## config.mk

```make
export PLATFORM = sky130hd
export DESIGN_NAME = trigger_sequence_matcher_flat
export DESIGN_NICKNAME = d
export VERILOG_FILES = /design/src/sv/tsm_pkg.sv /design/src/sv/tsm_if.sv /design/src/sv/trigger_sequence_matcher.sv /design/src/flat_wrapper.sv
export SDC_FILE = /design/constraint.sdc
export NUM_CORES = 1
export LEC_CHECK = 0
export BUFFER_PORTS_ARGS = -buffer_cell sky130_fd_sc_hd__buf_4
export CAP_MARGIN = 20
export CORE_UTILIZATION = 40
export CTS_CLUSTER_SIZE = 10
export DETAILED_ROUTE_END_ITERATION = 6
export GPL_TIMING_DRIVEN = 1
export PLACE_DENSITY_LB_ADDON = 0.05
export REMOVE_ABC_BUFFERS = 1
export SETUP_SLACK_MARGIN = 0.02
export SLEW_MARGIN = 0
export SYNTH_ARGS = -nofsm -noshare
export SYNTH_HDL_FRONTEND = slang
export SYNTH_SLANG_ARGS = --single-unit
```

## constraint.sdc

```tcl
create_clock -name clk -period 11.7 [get_ports clk]
set_input_delay 1.17 -clock clk [delete_from_list [all_inputs] [get_ports clk]]
set_output_delay 1.17 -clock clk [all_outputs]
set_load 0.01 [all_outputs]
```

## src/sv/tsm_pkg.sv

```systemverilog
// Package for the trigger sequence matcher.
// Holds the channel field widths, step kind codes and register indexes.
// No dependencies; compile first.
package tsm_pkg;

    // Fixed geometry of the packed configuration registers
    localparam int unsigned FIELD_SLOTS = 4;
    localparam int unsigned SLOT_BITS   = 16;
    localparam int unsigned CFG_DATA_W  = 64;
    localparam int unsigned CFG_INDEX_W = 3;
    localparam int unsigned STEP_W      = 2;
    localparam int unsigned COND_W      = 4;
    localparam int unsigned COUNT_REG_W = 3;
    localparam int unsigned KINDS_W     = 8;

    typedef logic [STEP_W-1:0]      step_idx_t;
    typedef logic [COND_W-1:0]      cond_t;
    typedef logic [CFG_INDEX_W-1:0] cfg_index_t;
    typedef logic [CFG_DATA_W-1:0]  cfg_data_t;

    // Step kind codes (the spare code behaves as wait)
    typedef enum logic [1:0] {
        STEP_WAIT   = 2'd0,
        STEP_WITHIN = 2'd1,
        STEP_HOLD   = 2'd2,
        STEP_SPARE  = 2'd3
    } step_kind_t;

    // Input beat kinds
    localparam logic ITEM_TICK  = 1'b0;
    localparam logic ITEM_REARM = 1'b1;

    // Configuration register indexes
    localparam cfg_index_t REG_STEP_COUNT     = 3'd0;
    localparam cfg_index_t REG_STEP_KINDS     = 3'd1;
    localparam cfg_index_t REG_WITHIN_MINIMUM = 3'd2;
    localparam cfg_index_t REG_WITHIN_MAXIMUM = 3'd3;
    localparam cfg_index_t REG_HOLD_CYCLES    = 3'd4;

endpackage

```

## src/sv/tsm_if.sv

```systemverilog
// Channel interfaces of the trigger sequence matcher: tick input,
// result output and configuration write.
// Depends on tsm_pkg.
interface tsm_tick_if;
    import tsm_pkg::*;

    logic  valid;
    logic  ready;
    logic  kind;
    cond_t cond_bits;

    modport source (output valid, output kind, output cond_bits, input ready);
    modport sink   (input valid, input kind, input cond_bits, output ready);
endinterface

interface tsm_result_if;
    import tsm_pkg::*;

    logic      valid;
    logic      ready;
    logic      hit;
    logic      rearm_accepted;
    logic      armed_now;
    step_idx_t current_step;

    modport source (output valid, output hit, output rearm_accepted, output armed_now,
                    output current_step, input ready);
    modport sink   (input valid, input hit, input rearm_accepted, input armed_now,
                    input current_step, output ready);
endinterface

interface tsm_cfg_if;
    import tsm_pkg::*;

    logic       valid;
    logic       ready;
    cfg_index_t index;
    cfg_data_t  data;

    modport source (output valid, output index, output data, input ready);
    modport sink   (input valid, input index, input data, output ready);
endinterface

```

## src/sv/trigger_sequence_matcher.sv

```systemverilog
// Top level of the trigger sequence matcher: input stage, step evaluation
// and result register. Depends on tsm_pkg and the interfaces in tsm_if.sv.
//
//   channel   dir  beat carries
//   --------  ---  ------------------------------------------------
//   ticks     in   kind, cond_bits
//   results   out  hit, rearm_accepted, armed_now, current_step
//   cfg       in   index, data (always ready)
//
// One beat per cycle while the result channel is not stalled: a beat is
// captured in the input stage, evaluated against the sequencer state and
// written to the result register.
// Reset (rst_n low, async) arms the block at step 0 with step_count 1.
// A stalled result register holds the input stage; ticks.ready falls
// only when both are full.
module trigger_sequence_matcher #(
    parameter int unsigned MAX_STEPS   = 4,
    parameter int unsigned COUNT_WIDTH = 16
) (
    input  logic                clk,
    input  logic                rst_n,
    tsm_tick_if.sink            ticks,
    tsm_result_if.source        results,
    tsm_cfg_if.sink             cfg
);
    import tsm_pkg::*;

    localparam int unsigned LIM_W = (COUNT_WIDTH < SLOT_BITS) ? COUNT_WIDTH : SLOT_BITS;
    localparam int unsigned AGE_W = COUNT_WIDTH + 1;
    localparam int unsigned CAP   = (MAX_STEPS < FIELD_SLOTS) ? MAX_STEPS : FIELD_SLOTS;
    localparam logic [COUNT_REG_W-1:0] CAP_N = COUNT_REG_W'(CAP);

    typedef logic [LIM_W-1:0] limit_t;

    // Configuration registers
    logic [COUNT_REG_W-1:0] step_count_reg;
    logic [KINDS_W-1:0]     step_kinds_reg;
    limit_t                 win_min_reg [FIELD_SLOTS];
    limit_t                 win_max_reg [FIELD_SLOTS];
    limit_t                 hold_reg    [FIELD_SLOTS];

    // Sequencer state
    step_idx_t              step_index_reg, step_index_next;
    logic [AGE_W-1:0]       age_reg, age_next;
    logic [COUNT_WIDTH-1:0] held_reg, held_next;
    logic                   armed_reg, armed_next;

    // Input stage
    logic  st_valid_reg;
    logic  st_kind_reg;
    cond_t st_cond_reg;

    // Result register
    logic      res_valid_reg;
    logic      res_hit_reg, res_hit_next;
    logic      res_acc_reg, res_acc_next;
    logic      res_armed_reg;
    step_idx_t res_step_reg;

    logic res_load_ok;
    logic st_fire;
    logic st_load_ok;

    assign res_load_ok = !res_valid_reg || results.ready;
    assign st_fire     = st_valid_reg && res_load_ok;
    assign st_load_ok  = !st_valid_reg || res_load_ok;
    assign ticks.ready = st_load_ok;
    assign cfg.ready   = 1'b1;

    // Write configuration registers
    always_ff @(posedge clk or negedge rst_n)
    begin
        if (!rst_n)
        begin
            step_count_reg <= COUNT_REG_W'(1);
            step_kinds_reg <= '0;
            for (int i = 0; i < FIELD_SLOTS; i++)
            begin
                win_min_reg[i] <= '0;
                win_max_reg[i] <= '0;
                hold_reg[i]    <= '0;
            end
        end
        else if (cfg.valid)
        begin
            case (cfg.index)
                REG_STEP_COUNT:     step_count_reg <= cfg.data[COUNT_REG_W-1:0];
                REG_STEP_KINDS:     step_kinds_reg <= cfg.data[KINDS_W-1:0];
                REG_WITHIN_MINIMUM:
                begin
                    for (int i = 0; i < FIELD_SLOTS; i++)
                        win_min_reg[i] <= cfg.data[i*SLOT_BITS +: LIM_W];
                end
                REG_WITHIN_MAXIMUM:
                begin
                    for (int i = 0; i < FIELD_SLOTS; i++)
                        win_max_reg[i] <= cfg.data[i*SLOT_BITS +: LIM_W];
                end
                REG_HOLD_CYCLES:
                begin
                    for (int i = 0; i < FIELD_SLOTS; i++)
                        hold_reg[i] <= cfg.data[i*SLOT_BITS +: LIM_W];
                end
                default: ;
            endcase
        end
    end

    // Capture an input beat
    always_ff @(posedge clk or negedge rst_n)
    begin
        if (!rst_n)
            st_valid_reg <= 1'b0;
        else if (st_load_ok)
            st_valid_reg <= ticks.valid;
    end

    always_ff @(posedge clk)
    begin
        if (st_load_ok && ticks.valid)
        begin
            st_kind_reg <= ticks.kind;
            st_cond_reg <= ticks.cond_bits;
        end
    end

    // Evaluate the current step
    logic [COUNT_REG_W-1:0] steps_used;
    step_kind_t             cur_kind;
    logic                   cur_cond;
    logic [AGE_W-1:0]       age_inc;
    logic [COUNT_WIDTH-1:0] held_inc;
    logic                   done;

    always_comb
    begin
        if (step_count_reg == '0)
            steps_used = COUNT_REG_W'(1);
        else if (step_count_reg > CAP_N)
            steps_used = CAP_N;
        else
            steps_used = step_count_reg;

        cur_kind = step_kind_t'(step_kinds_reg[{step_index_reg, 1'b0} +: 2]);
        cur_cond = st_cond_reg[step_index_reg];
        age_inc  = (age_reg != '1) ? age_reg + AGE_W'(1) : age_reg;
        held_inc = !cur_cond ? '0
                 : (held_reg != '1) ? held_reg + COUNT_WIDTH'(1) : held_reg;

        step_index_next = step_index_reg;
        age_next        = age_reg;
        held_next       = held_reg;
        armed_next      = armed_reg;
        res_hit_next    = 1'b0;
        res_acc_next    = 1'b0;
        done            = 1'b0;

        if (st_kind_reg == ITEM_REARM)
        begin
            // Rearm only a disarmed block
            if (!armed_reg)
            begin
                armed_next      = 1'b1;
                step_index_next = '0;
                age_next        = '0;
                held_next       = '0;
                res_acc_next    = 1'b1;
            end
        end
        else if (armed_reg)
        begin
            case (cur_kind)
                STEP_WITHIN:
                begin
                    if (age_inc > AGE_W'(win_max_reg[step_index_reg]))
                    begin
                        // Window expired: restart the sequence
                        step_index_next = '0;
                        age_next        = '0;
                        held_next       = '0;
                    end
                    else
                    begin
                        age_next = age_inc;
                        done     = (age_inc >= AGE_W'(win_min_reg[step_index_reg]))
                                   && cur_cond;
                    end
                end
                STEP_HOLD:
                begin
                    held_next = held_inc;
                    done      = held_inc >= COUNT_WIDTH'(hold_reg[step_index_reg]);
                end
                default:
                    done = cur_cond;
            endcase

            // Advance, or finish and disarm on the last step
            if (done)
            begin
                age_next  = '0;
                held_next = '0;
                if ({1'b0, step_index_reg} + COUNT_REG_W'(1) >= steps_used)
                begin
                    step_index_next = '0;
                    armed_next      = 1'b0;
                    res_hit_next    = 1'b1;
                end
                else
                    step_index_next = step_index_reg + STEP_W'(1);
            end
        end
    end

    // Update sequencer state on each evaluated beat
    always_ff @(posedge clk or negedge rst_n)
    begin
        if (!rst_n)
        begin
            step_index_reg <= '0;
            age_reg        <= '0;
            held_reg       <= '0;
            armed_reg      <= 1'b1;
        end
        else if (st_fire)
        begin
            step_index_reg <= step_index_next;
            age_reg        <= age_next;
            held_reg       <= held_next;
            armed_reg      <= armed_next;
        end
    end

    // Result register
    always_ff @(posedge clk or negedge rst_n)
    begin
        if (!rst_n)
            res_valid_reg <= 1'b0;
        else if (res_load_ok)
            res_valid_reg <= st_valid_reg;
    end

    always_ff @(posedge clk)
    begin
        if (st_fire)
        begin
            res_hit_reg   <= res_hit_next;
            res_acc_reg   <= res_acc_next;
            res_armed_reg <= armed_next;
            res_step_reg  <= step_index_next;
        end
    end

    assign results.valid          = res_valid_reg;
    assign results.hit            = res_hit_reg;
    assign results.rearm_accepted = res_acc_reg;
    assign results.armed_now      = res_armed_reg;
    assign results.current_step   = res_step_reg;

endmodule

```

## src/flat_wrapper.sv

```systemverilog
// flat-port wrapper written by rule: the top's interface ports become plain ports
module trigger_sequence_matcher_flat import tsm_pkg::*;
#(
    parameter int unsigned MAX_STEPS   = 4,
    parameter int unsigned COUNT_WIDTH = 16
)
  (clk, rst_n, ticks_valid, ticks_kind, ticks_cond_bits, ticks_ready, results_valid, results_hit, results_rearm_accepted, results_armed_now, results_current_step, results_ready, cfg_valid, cfg_index, cfg_data, cfg_ready);
  tsm_tick_if ticks_i ();
  tsm_result_if results_i ();
  tsm_cfg_if cfg_i ();
  input  logic clk;
  input  logic rst_n;
  input wire logic [$bits(ticks_i.valid)-1:0] ticks_valid;
  input wire logic [$bits(ticks_i.kind)-1:0] ticks_kind;
  input wire logic [$bits(ticks_i.cond_bits)-1:0] ticks_cond_bits;
  output wire logic [$bits(ticks_i.ready)-1:0] ticks_ready;
  output wire logic [$bits(results_i.valid)-1:0] results_valid;
  output wire logic [$bits(results_i.hit)-1:0] results_hit;
  output wire logic [$bits(results_i.rearm_accepted)-1:0] results_rearm_accepted;
  output wire logic [$bits(results_i.armed_now)-1:0] results_armed_now;
  output wire logic [$bits(results_i.current_step)-1:0] results_current_step;
  input wire logic [$bits(results_i.ready)-1:0] results_ready;
  input wire logic [$bits(cfg_i.valid)-1:0] cfg_valid;
  input wire logic [$bits(cfg_i.index)-1:0] cfg_index;
  input wire logic [$bits(cfg_i.data)-1:0] cfg_data;
  output wire logic [$bits(cfg_i.ready)-1:0] cfg_ready;
  assign ticks_i.valid = ticks_valid;
  assign ticks_i.kind = ticks_kind;
  assign ticks_i.cond_bits = ticks_cond_bits;
  assign ticks_ready = ticks_i.ready;
  assign results_valid = results_i.valid;
  assign results_hit = results_i.hit;
  assign results_rearm_accepted = results_i.rearm_accepted;
  assign results_armed_now = results_i.armed_now;
  assign results_current_step = results_i.current_step;
  assign results_i.ready = results_ready;
  assign cfg_i.valid = cfg_valid;
  assign cfg_i.index = cfg_index;
  assign cfg_i.data = cfg_data;
  assign cfg_ready = cfg_i.ready;
  trigger_sequence_matcher #(.MAX_STEPS(MAX_STEPS), .COUNT_WIDTH(COUNT_WIDTH)) u_core (.clk(clk), .rst_n(rst_n), .ticks(ticks_i), .results(results_i), .cfg(cfg_i));
endmodule
```

# ---- Word-level counts from Yosys, hierarchy flattened
# Index checks and enable logic that the tools add are counted.
dict set report classes {
  n_addsub 4
  n_lt_le_gt_ge 7
  n_eq_ne 10
  shift 1
  mux 45
  bitwise_logic 3
  n_reduce_logical 20
}
# cell count
set ops {}
lappend ops {{$mux W16} 13}
lappend ops {{$mux W17} 7}
lappend ops {{$bmux W16 S2} 3}
lappend ops {{$pmux W16 S2} 1}
lappend ops {{$add A17 B1 Y17 const B} 1}
lappend ops {{$ge A17 B16 Y1} 1}
lappend ops {{$gt A17 B16 Y1} 1}
lappend ops {{$ne A17 B17 Y1 const B} 1}
lappend ops {{$add A16 B1 Y16 const B} 1}
lappend ops {{$ge A16 B16 Y1} 1}
lappend ops {{$ne A16 B16 Y1 const B} 1}
lappend ops {{$mux W2} 7}
lappend ops {{$mux W1} 10}
lappend ops {{$reduce_and A2 Y1} 5}
lappend ops {{$shiftx A8 B4 Y2} 1}
lappend ops {{$eq A3 B2 Y1 const B} 2}
lappend ops {{$logic_not A3 Y1} 2}
lappend ops {{$mux W3} 2}
lappend ops {{$reduce_and A5 Y1} 1}
lappend ops {{$ne A4 B1 Y1 const B} 1}
lappend ops {{$reduce_and A4 Y1} 1}
lappend ops {{$reduce_bool A4 Y1} 1}
lappend ops {{$add A2 B1 Y3 const B} 1}
lappend ops {{$eq A3 B1 Y1 const B} 1}
lappend ops {{other kinds (19)} 24}
dict set report word_totals {
  reg_bits 251
  inputBits 77
  output_inout_bits 8
  word_cells 116
}

# ---- Logic depth before layout (Yosys ltp)
# Gate-level depths: netlist of run 1.
dict set report logic_depth {
  word_depth 13
  ltp_mapped 21
  mapped_depth_nobuf 17
}

# ---- Least setup slack after synthesis of run 1
# No wires, ideal clock.
dict set report synth_path {
  kind {register -> register}
  startpoint {register u_core.age_reg[0]}
  endpoint {register u_core.res_step_reg[0] (netlist: u_core.results.current_step[0]) (data pin)}
  setup_time_ns 0.260
  arrival_ns 4.071
  path_slack_ns 7.369
  path_stages_with_launch 20
  path_buffers 2
  period_less_slack_ns 4.331
  path_cell_list {dfrtp_1 ha_1 nand4_2 or4b_1 clkbuf_1 and4_1 buf_2 nand3_2 nor3_1 xnor2_1 inv_1 ha_1 and3_1 a221oi_1 o21a_1 o211ai_1 a22oi_4 a21o_1 a21boi_0 mux2_2}
}
dict set report synth_via {
  elab_chain_len 11
  word_cells_on_any_way 15
}
# element line_no
set synth_lines {}
lappend synth_lines {{start, declared} trigger_sequence_matcher.sv:44} ;# logic [AGE_W-1:0] age_reg, age_next;
lappend synth_lines {{start signal, assigned} trigger_sequence_matcher.sv:228} ;# age_reg <= age_next;
lappend synth_lines {{$add A17 B1 Y17 or $ne A17 B17 Y1 (tied branches)} trigger_sequence_matcher.sv:146} ;# age_inc = (age_reg != '1) ? age_reg + AGE_W'(1) : age_reg;
lappend synth_lines {{$mux W17 (*)} trigger_sequence_matcher.sv:146}
lappend synth_lines {{$ge A17 B16 Y1} trigger_sequence_matcher.sv:185} ;# done = (age_inc >= AGE_W'(win_min_reg[step_index_reg]))
lappend synth_lines {{$logic_and A1 B1 Y1} trigger_sequence_matcher.sv:186} ;# && cur_cond;
lappend synth_lines {{$mux W1} trigger_sequence_matcher.sv:175} ;# if (age_inc > AGE_W'(win_max_reg[step_index_reg]))
lappend synth_lines {{$pmux W1 S2} trigger_sequence_matcher.sv:172} ;# case (cur_kind)
lappend synth_lines {{$mux W1} trigger_sequence_matcher.sv:170} ;# else if (armed_reg)
lappend synth_lines {{$mux W1} trigger_sequence_matcher.sv:158} ;# if (st_kind_reg == ITEM_REARM)
lappend synth_lines {{$mux W2 (*)} trigger_sequence_matcher.sv:199} ;# if (done)
lappend synth_lines {{$mux W2 (*)} trigger_sequence_matcher.sv:170}
lappend synth_lines {{$mux W2 (*)} trigger_sequence_matcher.sv:158}
lappend synth_lines {{net u_core.step_index_next[0]} trigger_sequence_matcher.sv:43} ;# step_idx_t step_index_reg, step_index_next;
lappend synth_lines {{end signal, assigned} trigger_sequence_matcher.sv:250} ;# res_step_reg <= step_index_next;
lappend synth_lines {{end, declared} trigger_sequence_matcher.sv:58} ;# step_idx_t res_step_reg;
# Mark *: on every way through the listed nets, which the timed path passes. The rest lies on a longest branch. The select of a mux whose other input is x is not followed.
# A chain may end at the register's enable or synchronous reset.

# ---- Worst setup path in the final report of run 1
dict set report layout_path {
  startpoint {register u_core.age_reg[0]}
  endpoint {register u_core.age_reg[3]}
}
dict set report layout_via {
  elab_chain_len 11
  word_cells_on_any_way 17
}
# element line_no
set layout_lines {}
lappend layout_lines {{$add A17 B1 Y17 or $ne A17 B17 Y1 (tied branches)} trigger_sequence_matcher.sv:146}
lappend layout_lines {{$mux W17 (*)} trigger_sequence_matcher.sv:146}
lappend layout_lines {{$ge A17 B16 Y1} trigger_sequence_matcher.sv:185}
lappend layout_lines {{$logic_and A1 B1 Y1} trigger_sequence_matcher.sv:186}
lappend layout_lines {{$mux W1} trigger_sequence_matcher.sv:175}
lappend layout_lines {{$pmux W1 S2} trigger_sequence_matcher.sv:172}
lappend layout_lines {{$mux W1} trigger_sequence_matcher.sv:170}
lappend layout_lines {{$mux W1} trigger_sequence_matcher.sv:158}
lappend layout_lines {{$mux W17} trigger_sequence_matcher.sv:199}
lappend layout_lines {{$mux W17} trigger_sequence_matcher.sv:170}
lappend layout_lines {{$mux W17} trigger_sequence_matcher.sv:158}
# Mark *: on every way between the ends. The rest lies on a longest branch, timed or not. The select of a mux whose other input is x is not followed.

==> impl_results.md, run 1 <==
- Status: finished, final reports clean
- Setup violations, final: 0
- Flops & latches, synth: 251
- RSZ-0062 raised after global routing: no
- MaxCap Viol Count: 0
- Vias in the first global route: 8625
- Synth area leaders: dfrtp_1, mux2_2, mux4_2
- Antenna-violating nets left: 0
- Root buf cell: clkbuf_16
- Fin area: 15000 µm²
- Clock buffer depth: 3
- Synth top cells by count: dfrtp_1, mux2_2, inv_1
- Largest net degree at the start of global routing: 126
- Total Power: 3.05 mW
- Die H: 183 µm
- Die area: 33400 µm²
- I/O pins: 85
- Worst Hold Class: reg -> reg
- CORE AREA: 31900 µm²
- Register area share after synthesis: 48.5%
- Hold path depth: 1
- Count leader, synth: dfrtp_1
- Number of port buffers: 83
- Max-slew headroom: 33.7%
- CTS resizes: 0
- Hold Violations, Final: 0
- ANT cells: 0
- CP dominant cell by count: ha_1
- Mapped Area: 13100 µm²
- Wire length per cell: 19.6 µm
- Max Freq: 193 MHz
- Reg clk slew, reported paths: 0.06 ns
- Gr usage total: 18.9%
- PwrDens: 203 nW/µm²
- Slew @ Worst Pin: 0.995 ns
- Residual DRC: 0
- First-pass DRT Iterations: 4
- Max incr delay on CP: 0.89 ns
- Clk_lat worst skew: 0.55 ns
- Final core occ: 47.1%
- Synth Instances: 1009
- Hold slack final: 0.481 ns
- Clock Skew: 0.0156 ns
- Period utilization: 44.2%
- Synth Area per Inst: 12.9 µm²
- VDD IR max: 0.126 mV
- Setup crit end kind: register
- # fillers: 2999
- Share of layout cells above drive strength 1: 37.8%
- TritonCTS clock tree: built
- Reg2Reg Depth: 17
- WL final: 30100 µm
- First-pass GRT wire length: 49600 µm
- CP Class: reg -> reg
- Hpwl dp: 20600 µm
- Post-synth EDFFs: 10
- Width of the chip: 183 µm
- Placed Area: 14100 µm²
- Routability cong.: 0.809
- Async SR Flop Fraction: 96.0%
- Leakage power: 6.58 nW
- Synthesis-to-layout area growth: 15.1%
- Post-synth top flop: dfrtp_1
- Via count: 8215
- Syn. warnings: 0
- Total gr overflow: 0
- Clk sinks: 251
- Htree depth: 1
- Worst path cell trace: ha_1 > nand4_2 > or4b_1 > nand4_1 > nor2_1 > nor4b_1 > xnor2_1 > inv_1 > ha_1 > a21o_1 > a211o_1 > a31oi_1 > and2_1 > a22oi_4 > a2111oi_4 > or2_4 > o32ai_2
- Number of buffers added for setup after CTS: 0
- # hold bufs at CTS: 0
- Worst EP arrival: 5.60 ns
- Initial antenna violation count: 0
- Total negative slack: 0 ns
- Critical Path RT: 12.13 ns
- Critical path launch point type: register
- Number of buffers created by CTS: 30
- 1st-iter DRT viols: 296
- Slew Limit Fails: 0
- Max FO, Critical Path: 17
- Reg2Reg Setup Slack: 6.53 ns
- Vias per cell: 5.35
- Post-synth top area share: 45.8%
- Synth area leader: dfrtp_1
- Crit path time final: 5.17 ns
- Count of distinct cell types in the synthesized netlist: 72
- Nets: 1222
- Row count: 65
- Slowest CP cell: a2111oi_4
- Initial Util: 41.0%
cell type report:
type	instances	area, µm²	share of cell area [%]
Clock inverter	1	5.00	0.0333
Timing Repair Buffer	93	706	4.69
Inverter	72	270	1.80
Tap cell	435	544	3.62
Sequential cell	251	6340	42.2
Clock buffer	44	885	5.89
Multi-Input combinational cell	640	6280	41.8
critical path: cells and delay by family, from the launching register on:
kind,cells,cell delay (ns)
simple gates,7,1.93
compound gates,6,1.75
fa+ha+maj,2,0.58
flops,1,0.43
xor+xnor,1,0.23
buf+inv,1,0.11
logic make-up after synthesis:
logic type	share of synthesized area (%)
XOR/XNOR	1.34
AO/OA/AOI/OAI	7.66
buffers and inverters	3.61
AND/OR/NAND/NOR	7.12
flip-flops	48.5
multiplexers	26.3
other	0.0287
adder cells (fa/ha/maj)	5.46
worst paths after layout:
path / endpoint / start
worst max-delay path: u_core.age_reg[3] / u_core.age_reg[0]
worst min-delay path: u_core.results.valid / u_core.st_valid_reg
worst max register to register: u_core.age_reg[3] / u_core.age_reg[0]
worst min register to register: u_core.results.valid / u_core.st_valid_reg
max in group asynchronous: u_core.age_reg[16] / rst_n
min in group asynchronous: u_core.win_max_reg[33] / rst_n
metrics by stage:
step | instances | setup WS, ns
after floorplan | 963 | 3.47
after global placement | 1490 | 6.55
after detailed placement | 1490 | 6.56
after CTS | 1535 | 6.52
after global routing | 1536 | 6.19
final | 1536 | 6.53
power breakdown:
group	internal, mW	switching (mW)
Sequential	1.05	0.131
Combinational	0.497	0.513
Clock	0.511	0.348
Total	2.06	0.992
per-layer routing:
layer	vias up	wire [µm]	share of wire [%]	GRT usage, %
li1	3870	-	-	-
met3	33	929	3.1	2.26
met2	119	13600	45	30.0
met5	-	0	0	0
met1	4193	15000	50	27.7
met4	0	585	1.9	4.03
placed cells by master, fill, tap and decap left out, types with 3 or more instances in the layout:
cell type,count
dfrtp_1,237
mux2_2,204
buf_4,92
inv_1,72
ha_1,57
mux4_2,50
nor2_1,39
nand2_1,34
clkbuf_16,31
o21ai_0,28
a21oi_1,21
nand3_1,15
xnor2_1,15
nand4_1,14
nor3_1,13
a22o_1,13
o21ai_1,12
a21o_1,11
edfxtp_1,10
a211oi_1,9
and2_1,8
nand2b_1,8
clkbuf_1,7
and3_1,6
and4_1,6
clkbuf_8,6
o21a_1,5
xor2_1,5
a31oi_1,5
o31ai_2,5
nor3_2,4
o22ai_1,3
Note: power is estimated with default switching activity, not from simulation.
==> run 2: changes to the inputs <==
ABC_AREA = 1   (was not set)
clock period = 4.7 ns   (was 11.7 ns; I/O delays follow)
==> run 2 against run 1 <==
The run now ends with negative hold slack left. Hold slack worse by 0.52 ns. Combinational power up 89%. Largest cell class unchanged. Sequential power up 130%. Critical endpoint is now u_core.age_reg[10]. Non-clock buffer count up 9. First-iteration DRC count up 130%. Critical path depth up 12. Sequential share of layout area up 0.11 points. Critical path type unchanged. Via count up 30%. Highest routed layer unchanged.
==> impl_results.md, run 2 <==
- Width of the chip: 183 µm (about the same)
- Sw power: 2.31 mW (was 992 µW)
- Hold Violations, Final: 9 (was 0)
- Clk_lat worst skew: 0.56 ns (was 0.55 ns)
- PwrDens: 455 nW/µm² (was 203 nW/µm²)
- Gr usage total: 20.9% (was 18.9%)
- Status: complete, but fails checks (was finished, final reports clean)
- Period utilization: 90.5% (was 44.2%)
- CP Class: reg -> reg (unchanged)
- Slew @ Worst Pin: 0.820 ns (was 0.995 ns)
- Critical path launch point type: register (unchanged)
- Slowest CP cell: dfrtp_1 (was a2111oi_4)
- Max FO, Critical Path: 17 (unchanged)
- First-pass DRT Iterations: 4 (unchanged)
- Initial Util: 41.0% (about the same)
- MaxCap Viol Count: 0 (unchanged)
- Failing checks: negative hold slack
- Htree depth: 1 (unchanged)
- Flops & latches, synth: 251 (unchanged)
- WL final: 33700 µm (was 30100 µm)
- Slew Limit Fails: 0 (unchanged)
- I/O pins: 85 (unchanged)
- Max incr delay on CP: 0.41 ns (was 0.89 ns)
- Die H: 183 µm (about the same)
- Wire length per cell: 16.0 µm (was 19.6 µm)
- Comb pwr share: 28.1% (was 33.1%)
- Total gr overflow: 0 (unchanged)
- Async SR Flop Fraction: 96.0% (unchanged)
- Row count: 65 (unchanged)
- Via count: 10707 (was 8215)
- Post-synth top area share: 45.9% (was 45.8%)
- Hold slack final: -0.0365 ns (was 0.481 ns)
- Setup violations, final: 0 (unchanged)
- Clk sinks: 251 (unchanged)
- Synthesis-to-layout area growth: 14.9% (was 15.1%)
- Clock buffer depth: 3 (unchanged)
- Sequential share of power: 40.6% (was 38.8%)
- Post-synth top flop: dfrtp_1 (unchanged)
- Critical Path RT: 5.13 ns (was 12.13 ns)
- Max-slew headroom: 45.4% (was 33.7%)
- Number of port buffers: 83 (unchanged)
- Hpwl dp: 22500 µm (was 20600 µm)
- Number of buffers created by CTS: 30 (unchanged)
- Clk network pwr share: 31.3% (was 28.1%)
- Nets: 1794 (was 1222)
- Residual DRC: 0 (unchanged)
- Reg clk slew, reported paths: 0.06 ns (about the same)
- Synth area leader: dfrtp_1 (unchanged)
- CORE AREA: 31800 µm² (was 31900 µm²)
- Crit path time final: 4.25 ns (was 5.17 ns)
- Root buf cell: clkbuf_16 (unchanged)
- Clock Skew: 0.0229 ns (was 0.0156 ns)
- Leakage power: 7.40 nW (was 6.58 nW)
- RSZ-0062 raised after global routing: no (unchanged)
- Total negative slack: 0 ns (unchanged)
- Worst EP arrival: 4.68 ns (was 5.60 ns)
- First-pass GRT wire length: 56200 µm (was 49600 µm)
- Total Power: 6.82 mW (was 3.05 mW)
- Internal Power: 4.51 mW (was 2.06 mW)
- Synth area leaders: dfrtp_1, nand2_1, o21ai_0 (was dfrtp_1, mux2_2, mux4_2)
- Worst Hold Class: in -> async (was reg -> reg)
- Count leader, synth: nand2_1 (was dfrtp_1)
- Synth Area per Inst: 8.07 µm² (was 12.9 µm²)
- Synth Instances: 1616 (was 1009)
- Die area: 33300 µm² (was 33400 µm²)
- Vias per cell: 5.08 (was 5.35)
- Post-synth EDFFs: 10 (unchanged)
- Mapped Area: 13000 µm² (was 13100 µm²)
- ANT cells: 0 (unchanged)
- Commonest non-fill, non-tap cell in the layout: nand2_1 (was dfrtp_1)
- Setup crit end kind: register (unchanged)
- TritonCTS clock tree: built (unchanged)
- Count of distinct cell types in the synthesized netlist: 46 (was 72)
- Initial antenna violation count: 0 (unchanged)
- Antenna-violating nets left: 0 (unchanged)
- # fillers: 3250 (was 2999)
- Post-Layout Cell Count: 2108 (was 1536)
- Share of layout cells above drive strength 1: 9.98% (was 37.8%)
- Register area share after synthesis: 48.6% (was 48.5%)
- Largest net degree at the start of global routing: 105 (was 126)
- Synth top cells by count: nand2_1, dfrtp_1, o21ai_0 (was dfrtp_1, mux2_2, inv_1)
- Routability cong.: 0.822 (was 0.809)
- Placed cell count: 2061 (was 1490)
- VDD IR max: 0.286 mV (was 0.126 mV)
- Max Freq: 235 MHz (was 193 MHz)
- 1st-iter DRT viols: 693 (was 296)
- Vias in the first global route: 10586 (was 8625)
- Syn. warnings: 0 (unchanged)
- Most frequent cells in the layout: nand2_1, dfrtp_1, o21ai_0 (was dfrtp_1, mux2_2, buf_4)
- Net Sw Frac: 33.8% (was 32.5%)
[run 2: changes by cell type after synthesis, sizes merged, moves of 27 or more]
cell | before | now
nor2 | 40 | 67
inv | 72 | 156
mux4 | 50 | 0
clkbuf | 31 | 77
mux2 | 204 | 0
o21ai | 40 | 243
a21oi | 23 | 82
nand2 | 34 | 502
nand3 | 17 | 52
a32o | 0 | 45
[run 2: worst paths after layout]
kind                                      from                    end  slack [ns]  cells after the start
setup / recovery             u_core.age_reg[0]     u_core.age_reg[10]        0.45                     29
hold reg to reg            u_core.hold_reg[16]    u_core.hold_reg[16]        0.48                      2
min in group clk            ticks_cond_bits[2]  u_core.st_cond_reg[2]        0.10                      1
setup reg to reg             u_core.age_reg[0]     u_core.age_reg[10]        0.45                     29
hold / removal                           rst_n    u_core.hold_reg[26]       -0.04                      1
max in group asynchronous                rst_n    u_core.hold_reg[19]        3.67                      2
[run 2: power by group through the flow]
stage,Combinational [mW],Clock [mW],Sequential (mW)
3_3_place_gp,1.90,0,2.80
4_1_cts,1.93,2.21,2.77
6_report,1.91,2.13,2.77
3_5_place_dp,1.92,0,2.80
5_1_grt,2.20,2.28,2.81
2_1_floorplan,1.23,0,2.78
[run 2: cell families after synthesis]
logic type                 synth area share [%]
and+or+nand+nor                            20.8
DFF                                        48.6
other                                    0.0288
xor gates and xnor gates                   1.07
buffers and inverters                      7.24
adders and majority gates                  5.47
AOI/OAI and AO/OA                          16.8
[run 2: layer usage]
layer  wire length, µm  GRT usage, %
met3               830          2.08
met2             15500          34.2
met4               683          4.87
met1             16600          29.7
met5                 0             0
[run 2: repair_timing]
action	in CTS	in global routing
hold endpoints to repair	0	0
setup endpoints to repair	0	33
hold buffers	0	0
setup buffers	0	2
gates resized for setup	0	7
[run 2: per-stage QoR]
step / cell area (µm²) / utilization, % / setup slack [ns]
2_1_floorplan: 12700 / - / -1.73
3_3_place_gp: 14100 / 44.2 / 0.328
3_5_place_dp: 14100 / 44.2 / 0.192
4_1_cts: 14900 / 47.0 / 0.133
5_1_grt: 15000 / 47.1 / 0.0285
6_report: 15000 / 47.1 / 0.448
[run 2: critical path, delay by kind of cell, from the launching register on]
family / cells / cell delay, ns
and+or+nand+nor: 22 / 2.41
xor gates and xnor gates: 1 / 0.17
buffers and inverters: 4 / 0.59
adders and majority gates: 2 / 0.52
DFF: 1 / 0.41
[run 2: area by class of cell]
type	instances	area, µm²	share of cell area (%)
timing repair buffer	102	811	5.41
inverter	156	592	3.95
tap	435	544	3.63
sequential	251	6340	42.3
clock buffer	44	875	5.84
clock inverter	1	5.00	0.0334
multi-input combinational	1119	5820	38.9
